File: src/rtp_header_parser_defines.svh
// Assertion macros used by the RTP header parser top level.
// Included by modules that carry concurrent checks; no other dependencies.
`ifndef RTP_HEADER_PARSER_DEFINES_SVH
`define RTP_HEADER_PARSER_DEFINES_SVH
`ifndef SYNTHESIS
`define RTPH_ASSERT(label, prop, msg) \
    label: assert property (@(posedge i_clk) disable iff (!i_rst_n) prop) else $error(msg);
`define RTPH_ASSERT_ALWAYS(label, prop, msg) \
    label: assert property (@(posedge i_clk) prop) else $error(msg);
`else
`define RTPH_ASSERT(label, prop, msg)
`define RTPH_ASSERT_ALWAYS(label, prop, msg)
`endif
`endif

File: src/rtph_pkg.sv
// Types and constants for the RTP header parser.
// No dependencies; used by rtph_core and rtp_header_parser.
package rtph_pkg;

    typedef struct packed {
        logic [7:0] pkt_byte;
        logic       pkt_last;
    } t_in_item;

    typedef struct packed {
        logic        kind;
        logic        last_of_run;
        logic [3:0]  status;
        logic [7:0]  marker_and_type;
        logic [15:0] seq_number;
        logic [31:0] time_stamp;
        logic [31:0] sync_source;
        logic [3:0]  contrib_count;
        logic [15:0] ext_tag;
        logic [15:0] item_offset;
        logic [15:0] item_length;
        logic [7:0]  pad_count;
    } t_out_item;

    // Results of one byte: an optional element record and an optional summary
    typedef struct packed {
        logic      elem_valid;
        logic      sum_valid;
        t_out_item elem;
        t_out_item summ;
    } t_push;

    typedef enum logic [1:0] {
        PH_HDR  = 2'd0,
        PH_LEN  = 2'd1,
        PH_SKIP = 2'd2,
        PH_STOP = 2'd3
    } t_phase;

    localparam logic [3:0] ST_OK          = 4'd0;
    localparam logic [3:0] ST_NOT_RTP     = 4'd1;
    localparam logic [3:0] ST_CSRC_SHORT  = 4'd2;
    localparam logic [3:0] ST_EXT_HDR     = 4'd3;
    localparam logic [3:0] ST_EXT_VALUE   = 4'd4;
    localparam logic [3:0] ST_PAD_NO_PAY  = 4'd5;
    localparam logic [3:0] ST_PAD_ZERO    = 4'd6;
    localparam logic [3:0] ST_PAD_BIG     = 4'd7;
    localparam logic [3:0] ST_OVERSIZE    = 4'd8;

    localparam logic       KIND_ELEM      = 1'b0;
    localparam logic       KIND_SUMMARY   = 1'b1;

    localparam logic [15:0] PROF_ONE_BYTE = 16'hBEDE;
    localparam logic [11:0] PROF_TWO_BYTE = 12'h100;
    localparam logic [3:0]  ID_STOP       = 4'hF;
    localparam logic [1:0]  RTP_VERSION   = 2'd2;

endpackage

File: src/rtp_header_parser.sv
// RTP header parser top level: byte-wide input, parse core, result queue.
// Depends on rtph_pkg, rtph_core and rtp_header_parser_defines.svh.
//
// Usage:
//   Input channel (i_valid / o_ready / i_data) carries one packet byte per
//   item, pkt_last set on the final byte. Output channel (o_valid / i_ready /
//   o_data) carries result items: one record per extension element that fits
//   in its region, plus a packet summary on the final byte.
// Ordering: each result is queued when its byte is taken and reaches o_data after earlier results.
// Throughput: one byte per cycle while o_ready is high. A byte can cause two results (an element
//   and the summary), and the output side drains one per cycle, so a run of
//   such bytes is paced by the 4-entry result queue.
// Backpressure: o_ready stays high while the queue has room for two results;
//   a stalled receiver fills the queue and then holds off new bytes. Queued
//   results are never dropped or reordered.
// Reset: i_rst_n (synchronous, active low) clears packet state and empties
//   the queue; the next byte taken is byte 0 of a new packet. Packet state
//   also clears after every final byte.
`include "rtp_header_parser_defines.svh"
module rtp_header_parser #(
    parameter int MAX_PACKET_BYTES = 65535
) (
    input  logic                i_clk,
    input  logic                i_rst_n,
    input  logic                i_valid,
    output logic                o_ready,
    input  rtph_pkg::t_in_item  i_data,
    output logic                o_valid,
    input  logic                i_ready,
    output rtph_pkg::t_out_item o_data
);

    rtph_pkg::t_push     push;
    rtph_pkg::t_out_item r_q [4];
    logic [1:0]          r_wp, r_rp;
    logic [2:0]          r_cnt, n_cnt;
    logic                take, pop;
    logic [1:0]          n_pushes;

    assign o_ready = (r_cnt <= 3'd2);
    assign take    = i_valid && o_ready;
    assign o_valid = (r_cnt != 3'd0);
    assign pop     = o_valid && i_ready;
    assign o_data  = r_q[r_rp];

    rtph_core #(.MAX_PACKET_BYTES(MAX_PACKET_BYTES)) u_core (
        .i_clk   (i_clk),
        .i_rst_n (i_rst_n),
        .i_take  (take),
        .i_item  (i_data),
        .o_push  (push)
    );

    assign n_pushes = 2'(push.elem_valid) + 2'(push.sum_valid);
    assign n_cnt    = r_cnt + 3'(n_pushes) - 3'(pop);

    // Element goes first when both results come from one byte
    always_ff @(posedge i_clk) begin
        if (push.elem_valid) r_q[r_wp] <= push.elem;
        if (push.sum_valid) begin
            if (push.elem_valid) r_q[r_wp + 2'd1] <= push.summ;
            else                 r_q[r_wp]        <= push.summ;
        end
    end

    always_ff @(posedge i_clk) begin
        if (!i_rst_n) begin
            r_wp  <= '0;
            r_rp  <= '0;
            r_cnt <= '0;
        end else begin
            r_wp  <= r_wp + n_pushes;
            r_rp  <= r_rp + 2'(pop);
            r_cnt <= n_cnt;
        end
    end

    `RTPH_ASSERT(a_cnt_bound, r_cnt <= 3'd4, "result queue overflow")
    `RTPH_ASSERT(a_last_gives_result, take && i_data.pkt_last |=> o_valid,
                 "final byte produced no summary")
    `RTPH_ASSERT(a_no_take_full, !o_ready |-> r_cnt >= 3'd3, "input stalled with queue room")
    `RTPH_ASSERT(a_cnt_track, !$past(pop) && $past(take) && $past(i_data.pkt_last)
                 |-> r_cnt > $past(r_cnt), "summary not queued")
    `RTPH_ASSERT_ALWAYS(a_reset_empty, !$past(i_rst_n) |-> r_cnt == 3'd0,
                        "queue not empty after reset")

endmodule

File: src/rtph_core.sv
// Per-byte packet state and result formation for the RTP header parser.
// Depends on rtph_pkg.
module rtph_core #(
    parameter int MAX_PACKET_BYTES = 65535
) (
    input  logic              i_clk,
    input  logic              i_rst_n,
    input  logic              i_take,
    input  rtph_pkg::t_in_item i_item,
    output rtph_pkg::t_push   o_push
);

    localparam logic [16:0] MAXB = 17'(MAX_PACKET_BYTES);

    logic [16:0] r_idx, n_idx;
    logic [7:0]  r_first, n_first;
    logic [7:0]  r_second, n_second;
    logic [15:0] r_seq, n_seq;
    logic [31:0] r_ts, n_ts;
    logic [31:0] r_ssrc, n_ssrc;
    logic [15:0] r_prof, n_prof;
    logic [16:0] r_eend, n_eend;
    logic [16:0] r_pstart, n_pstart;
    rtph_pkg::t_phase r_phase, n_phase;
    logic [8:0]  r_skip, n_skip;
    logic [7:0]  r_eid, n_eid;
    logic [7:0]  r_prev, n_prev;
    logic [3:0]  r_err, n_err;

    logic [7:0]  b;
    logic [16:0] hs;
    logic [17:0] i_p1;
    logic [18:0] e_full;
    logic        one, two;
    logic        emit;
    logic [15:0] e_id;
    logic [8:0]  e_len;
    logic [17:0] len;
    logic [3:0]  st;
    logic [16:0] plen;
    logic [7:0]  pad;

    always_comb begin
        b        = i_item.pkt_byte;
        n_idx    = r_idx;
        n_first  = r_first;
        n_second = r_second;
        n_seq    = r_seq;
        n_ts     = r_ts;
        n_ssrc   = r_ssrc;
        n_prof   = r_prof;
        n_eend   = r_eend;
        n_pstart = r_pstart;
        n_phase  = r_phase;
        n_skip   = r_skip;
        n_eid    = r_eid;
        n_prev   = r_prev;
        n_err    = r_err;
        emit     = 1'b0;
        e_id     = '0;
        e_len    = '0;
        hs       = 17'd12 + {11'd0, r_first[3:0], 2'b00};
        i_p1     = {1'b0, r_idx} + 18'd1;
        // 19 bits: header size plus the largest word count does not fit in 18
        e_full   = {2'b00, hs} + 19'd4 + {1'b0, r_prev, b, 2'b00};
        one      = (r_prof == rtph_pkg::PROF_ONE_BYTE);
        two      = (r_prof[15:4] == rtph_pkg::PROF_TWO_BYTE);

        if (r_idx >= MAXB) begin
            n_err = rtph_pkg::ST_OVERSIZE;
        end else if (r_idx == 17'd0) begin
            n_first = b;
            if (b[7:6] != rtph_pkg::RTP_VERSION) n_err = rtph_pkg::ST_NOT_RTP;
            n_pstart = 17'd12 + {11'd0, b[3:0], 2'b00};
            n_eend   = 17'd12 + {11'd0, b[3:0], 2'b00};
        end else if (r_idx == 17'd1) begin
            n_second = b;
        end else if (r_idx < 17'd4) begin
            n_seq = {r_seq[7:0], b};
        end else if (r_idx < 17'd8) begin
            n_ts = {r_ts[23:0], b};
        end else if (r_idx < 17'd12) begin
            n_ssrc = {r_ssrc[23:0], b};
        end else if (r_first[4]) begin
            if (r_idx == hs || r_idx == hs + 17'd2) begin
                n_prev = b;
            end else if (r_idx == hs + 17'd1) begin
                n_prof = {r_prev, b};
            end else if (r_idx == hs + 17'd3) begin
                n_eend   = (e_full[18:17] != 2'b00) ? 17'h1FFFF : e_full[16:0];
                n_pstart = (e_full[18:17] != 2'b00) ? 17'h1FFFF : e_full[16:0];
            end else if (r_idx > hs + 17'd3 && r_idx < r_eend
                         && r_err == rtph_pkg::ST_OK && (one || two)) begin
                unique case (r_phase)
                    rtph_pkg::PH_HDR: begin
                        if (b != 8'd0) begin
                            if (one) begin
                                if (b[7:4] == rtph_pkg::ID_STOP) begin
                                    n_phase = rtph_pkg::PH_STOP;
                                end else if (i_p1 + 18'(b[3:0]) + 18'd1
                                             > {1'b0, r_eend}) begin
                                    n_phase = rtph_pkg::PH_STOP;
                                end else begin
                                    emit    = 1'b1;
                                    e_id    = {12'd0, b[7:4]};
                                    e_len   = 9'(b[3:0]) + 9'd1;
                                    n_skip  = 9'(b[3:0]) + 9'd1;
                                    n_phase = rtph_pkg::PH_SKIP;
                                end
                            end else begin
                                n_eid   = b;
                                n_phase = rtph_pkg::PH_LEN;
                            end
                        end
                    end
                    rtph_pkg::PH_LEN: begin
                        if (i_p1 + 18'(b) > {1'b0, r_eend}) begin
                            n_phase = rtph_pkg::PH_STOP;
                        end else begin
                            emit    = 1'b1;
                            e_id    = {8'd0, r_eid};
                            e_len   = {1'b0, b};
                            n_skip  = {1'b0, b};
                            n_phase = (b == 8'd0) ? rtph_pkg::PH_HDR : rtph_pkg::PH_SKIP;
                        end
                    end
                    rtph_pkg::PH_SKIP: begin
                        n_skip = r_skip - 9'd1;
                        if (r_skip == 9'd1) n_phase = rtph_pkg::PH_HDR;
                    end
                    rtph_pkg::PH_STOP: begin
                        n_phase = r_phase;
                    end
                    default: n_phase = r_phase;
                endcase
            end
        end
        if (r_idx <= MAXB) n_idx = r_idx + 17'd1;
    end

    // Packet summary, built from the state after this byte
    always_comb begin
        len  = i_p1;
        st   = n_err;
        plen = '0;
        pad  = '0;
        if (st == rtph_pkg::ST_OK) begin
            priority if (len < 18'd12) st = rtph_pkg::ST_NOT_RTP;
            else if (len < {1'b0, hs}) st = rtph_pkg::ST_CSRC_SHORT;
            else if (n_first[4] && len < {1'b0, hs} + 18'd4) st = rtph_pkg::ST_EXT_HDR;
            else if (n_first[4] && len < {1'b0, n_eend}) st = rtph_pkg::ST_EXT_VALUE;
            else st = rtph_pkg::ST_OK;
        end
        if (st == rtph_pkg::ST_OK) begin
            plen = len[16:0] - n_pstart;
            if (n_first[5]) begin
                priority if (plen == 17'd0) st = rtph_pkg::ST_PAD_NO_PAY;
                else if (b == 8'd0) st = rtph_pkg::ST_PAD_ZERO;
                else if (plen < 17'(b)) st = rtph_pkg::ST_PAD_BIG;
                else begin
                    pad  = b;
                    plen = plen - 17'(b);
                end
            end
        end
        if (st != rtph_pkg::ST_OK) begin
            plen = '0;
            pad  = '0;
        end
    end

    always_comb begin
        o_push.elem_valid           = i_take && emit;
        o_push.sum_valid            = i_take && i_item.pkt_last;
        o_push.elem.kind            = rtph_pkg::KIND_ELEM;
        o_push.elem.last_of_run     = !i_item.pkt_last;
        o_push.elem.status          = rtph_pkg::ST_OK;
        o_push.elem.marker_and_type = n_second;
        o_push.elem.seq_number      = n_seq;
        o_push.elem.time_stamp      = n_ts;
        o_push.elem.sync_source     = n_ssrc;
        o_push.elem.contrib_count   = n_first[3:0];
        o_push.elem.ext_tag         = e_id;
        o_push.elem.item_offset     = i_p1[15:0];
        o_push.elem.item_length     = {7'd0, e_len};
        o_push.elem.pad_count       = '0;
        o_push.summ                 = o_push.elem;
        o_push.summ.kind            = rtph_pkg::KIND_SUMMARY;
        o_push.summ.last_of_run     = 1'b1;
        o_push.summ.status          = st;
        o_push.summ.ext_tag         = n_prof;
        o_push.summ.item_offset     = (st == rtph_pkg::ST_OK) ? n_pstart[15:0] : 16'd0;
        o_push.summ.item_length     = plen[15:0];
        o_push.summ.pad_count       = pad;
    end

    always_ff @(posedge i_clk) begin
        if (!i_rst_n || (i_take && i_item.pkt_last)) begin
            r_idx    <= '0;
            r_first  <= '0;
            r_second <= '0;
            r_seq    <= '0;
            r_ts     <= '0;
            r_ssrc   <= '0;
            r_prof   <= '0;
            r_eend   <= '0;
            r_pstart <= '0;
            r_phase  <= rtph_pkg::PH_HDR;
            r_skip   <= '0;
            r_eid    <= '0;
            r_prev   <= '0;
            r_err    <= rtph_pkg::ST_OK;
        end else if (i_take) begin
            r_idx    <= n_idx;
            r_first  <= n_first;
            r_second <= n_second;
            r_seq    <= n_seq;
            r_ts     <= n_ts;
            r_ssrc   <= n_ssrc;
            r_prof   <= n_prof;
            r_eend   <= n_eend;
            r_pstart <= n_pstart;
            r_phase  <= n_phase;
            r_skip   <= n_skip;
            r_eid    <= n_eid;
            r_prev   <= n_prev;
            r_err    <= n_err;
        end
    end

endmodule
File: config.mk
export PLATFORM = sky130hd
export DESIGN_NAME = rtp_header_parser
export DESIGN_NICKNAME = d
export VERILOG_FILES = /design/src/rtph_pkg.sv /design/src/rtp_header_parser.sv /design/src/rtph_core.sv
export VERILOG_INCLUDE_DIRS = /design/src /design/src/src
export SDC_FILE = /design/constraint.sdc
export NUM_CORES = 2
export LEC_CHECK = 0
export BUFFER_PORTS_ARGS = -buffer_cell sky130_fd_sc_hd__buf_2
export CAP_MARGIN = 10
export CORE_AREA = 2 2 307 309
export DETAILED_ROUTE_END_ITERATION = 12
export DIE_AREA = 0 0 309 311
export SLEW_MARGIN = 20
export SYNTH_ARGS = -nofsm -noshare
export SYNTH_HDL_FRONTEND = slang
export SYNTH_SLANG_ARGS = --single-unit
File: constraint.sdc
create_clock -name i_clk -period 10.4 [get_ports i_clk]
set_input_delay 2.08 -clock i_clk [delete_from_list [all_inputs] [get_ports i_clk]]
set_output_delay 2.08 -clock i_clk [all_outputs]
set_load 0.01 [all_outputs]
==> results.yml <==
status:
  outcome: "completed"
yosys:
  synth_top_family_by_area: "simple AND/OR/NAND/NOR gates"
  synth_edf_count: 608
  synthAdderAreaFrac_pct: 4.69
  yosys.area.top_type: "edfxtp_1"
  ys_seq_area_share_pct: 53.9
  synth_seq_cells: 815
  yosys.area_share.simple_pct: 14.2
  synth_compound_area_share_pct: 9.74
  syn_avg_cell_area_um2: 11.3
  synth_xor_area_share_pct: 2.10
  synth_mux_area_share_pct: 12.0
  ys_types: 103
  ys_warn_count: 0
  post-synth-top-area-fraction_pct: 44.0
  synth_flop_cell: "edfxtp_1"
  ys_top_cells_by_area: "edfxtp_1 (44%), dfxtp_1 (10%), mux4_2 (8.4%)"
  synthArstFlopShare_pct: 0
  synth_nets: 3828
  syn_area_mm2: 0.0415
  synthCells: 3663
floorplanning:
  core_mm2: 0.0928
  fp.dieH_um: 311
  die_x_um: 309
  initial_core_util_pct: 44.8
  ioPinCount: 169
  dieArea_mm2: 0.0961
  rows: 112
power_and_ir_drop:
  power_frac_clock_pct: 34.0
  swShare_pct: 32.3
  intPower_w: 0.00651
  share_seq_of_total_power_pct: 38.5
  finalPower_w: 0.00962
  p_sw_w: 0.00311
  pwr-share-comb_pct: 27.5
  ir_drop_uv: 155
  power_density_mw_per_mm2: 206
  p_leak_nw: 15.6
global_route:
  grt_pass1_wl_um: 184000
  grt_overflow_total: 0
  antenna_found_initial: 2
  grt_max_degree: 155
  grt_usage_pct: 25.2
  grt_pass1_vias: 28862
placed_design:
  pre_cts_ws_ns: 0.584
  io_buffers: 168
  place_hpwl_um: 79100
  gp_congestion: 0.947
finish:
  multi_input_area_mm2: 0.0178
  areaGrowthSynthToFinish_pct: 12.6
  final_layout_size_suffix_gt1_share_pct: 16.5
  seqCellArea_mm2: 0.0224
  fillers: 8336
  fin_util_pct: 50.4
  nNetsFinal: 3924
drt:
  antenna_left: 0
  viasPerCell: 5.83
  drc_errors: 0
  wl_per_cell_um: 24.0
  vias: 29685
  totalWireLength_um: 122000
  drt_pass1_iterations: 7
  drt_iter0_drc: 2757
clock_network:
  cts_buffer_depth: 3
  cts_buffers: 92
  insertion_delay_ns: 0.70
  clock-sinks: 815
  cts_resized: 0
  hold_buffers: 0
  clockRootBuffer: "clkbuf_16"
  htree_levels: 3
  cts_setup_buffers: 0
  clkTransAtPathRegs_ns: 0.06
  cts_tree: "built"
timing:
  worst_slew_pin_slew_ns: 1.19
  finalCritPeriodShare_pct: 91.0
  rsz0062_at_grt: "no"
  slew_viol_final: 0
  max_freq_mhz: 106
  final.setup.worst_slack_ns: 0.936
  finalSetupTns_ns: 0
  slew-limit-headroom_pct: 20.2
  hold_viol_final: 0
  finalCriticalPeriod_ns: 9.46
  finClkSkew_ns: 0.0606
  finalSetupViolations: 0
  hold_ws_ns: 0.441
critical_path:
  cp-start-kind: "flop"
  end_kind: "flop"
  cp_max_fo: 28
  reg2regPathDepth: 26
  crit_required_ns: 10.83
  cp.arrival_ns: 9.89
  critical_path_class: "reg -> reg"
worst_hold_path:
  hp-class: "reg -> reg"
  hold_depth: 2
flow_run:
  maxCapViolCount: 0
registers in the layout, indices dropped and copies added (netlist names), 9 cells and up:
name / count
u_core.r_ssrc: 32
u_core.r_skip: 9
u_core.r_seq: 16
u_core.r_ts: 32
u_core.r_prof: 16
u_core.r_pstart: 17
r_q: 616
u_core.r_idx: 17
u_core.r_eend: 17
path summary, 6_finish.rpt:
kind	start	to	slack, ns
hold reg to reg	r_q[0][153]	r_q[0][153]	0.44
setup / recovery	u_core.r_first[0]	r_q[0][5]	0.94
setup reg to reg	u_core.r_first[0]	r_q[0][5]	0.94
hold / removal	r_q[0][153]	r_q[0][153]	0.44
logic make-up after synthesis:
kind of cell,Yosys count
DFF,815
and+or+nand+nor,1310
other,1
muxes,302
buffers and inverters,345
AOI/OAI and AO/OA,640
adders and majority gates,152
xor gates and xnor gates,98
cell usage after synthesis, types with 27 or more instances:
cell,count
nor2_1,663
edfxtp_1,608
nand2_1,301
a21oi_1,216
dfxtp_1,207
clkbuf_1,165
mux4_2,154
ha_1,146
mux2i_1,135
o22ai_1,131
inv_1,99
xnor2_1,67
o21ai_0,66
nor3_1,44
nand3_1,43
buf_1,39
a211oi_1,37
and2_1,34
a21o_1,30
nand2b_1,29
xor2_1,29
nand4_1,27
power by group through the flow:
stage	Sequential [W]	Clock, W	Combinational, W
global route	0.00372	0.00345	0.00285
detailed placement	0.00378	0	0.00263
CTS	0.00371	0.00332	0.00265
global placement	0.00377	0	0.00263
floorplan	0.00373	0	0.00179
finish	0.00371	0.00327	0.00264
through the flow:
| stage | instances | cell area [µm²] |
|---|---|---|
| global placement | 4919 | 43700 |
| detailed placement | 4919 | 43700 |
| floorplan | 3663 | 41500 |
| finish | 5093 | 46800 |
| global route | 5093 | 46800 |
| CTS | 5092 | 46800 |
layout make-up:
class | instances | share of cell area [%]
repair buffers | 243 | 3.27
inverters | 104 | 0.875
well taps | 1254 | 3.35
flip-flops and latches | 815 | 47.9
multi-input cells | 2503 | 38.1
diodes | 1 | 0.00535
clock inverters | 44 | 1.14
clock buffers | 129 | 5.35
per-layer routing:
layer	GRT usage [%]	share of wire (%)
met5	0	0.011
met2	40.4	48
met1	35.0	43
met4	8.78	3.4
met3	3.52	6.2
cell usage in the layout, fill, tap and decap left out, types with 12 or more instances in the layout:
cell type / count
or2_2: 12
nor3_1: 44
nor2b_1: 19
nand4_1: 27
o21ai_1: 15
xnor2_1: 67
edfxtp_1: 608
clkbuf_16: 92
ha_1: 146
nor4_1: 21
a211oi_1: 37
a22oi_1: 14
a31oi_1: 12
or3_1: 14
buf_4: 65
nand2b_1: 29
o22ai_1: 131
and2_1: 33
a21o_1: 30
inv_1: 95
nor2_1: 662
buf_2: 168
and3_1: 20
a21oi_1: 214
mux2i_1: 135
o21a_1: 20
dfxtp_1: 205
nand3_1: 43
o211ai_1: 16
nor3_2: 22
mux2_2: 13
nand2_1: 297
xor2_1: 29
o21ai_0: 66
mux4_2: 154
clkbuf_1: 31
clkinv_2: 15
worst max-delay path, stage by stage (launching register included):
cell,delay [ns]
dfxtp_1,0.64
inv_1,0.15
ha_1,0.27
xor2_1,0.34
inv_1,0.16
ha_1,0.36
ha_1,0.33
a211oi_1,0.28
nor2_1,0.11
or3_1,0.37
o21ai_0,0.61
nand2_1,0.37
o21ai_0,0.26
o311ai_0,0.23
o21ai_1,0.40
ha_1,0.40
a21oi_1,0.38
mux2_2,0.39
a311oi_1,0.47
ha_1,0.39
and3_1,0.19
a221oi_1,0.61
or2_2,0.34
a21o_1,0.48
or2_1,0.17
buf_4,0.37
nor3_1,0.10
Note: power is estimated with default switching activity, not from simulation.
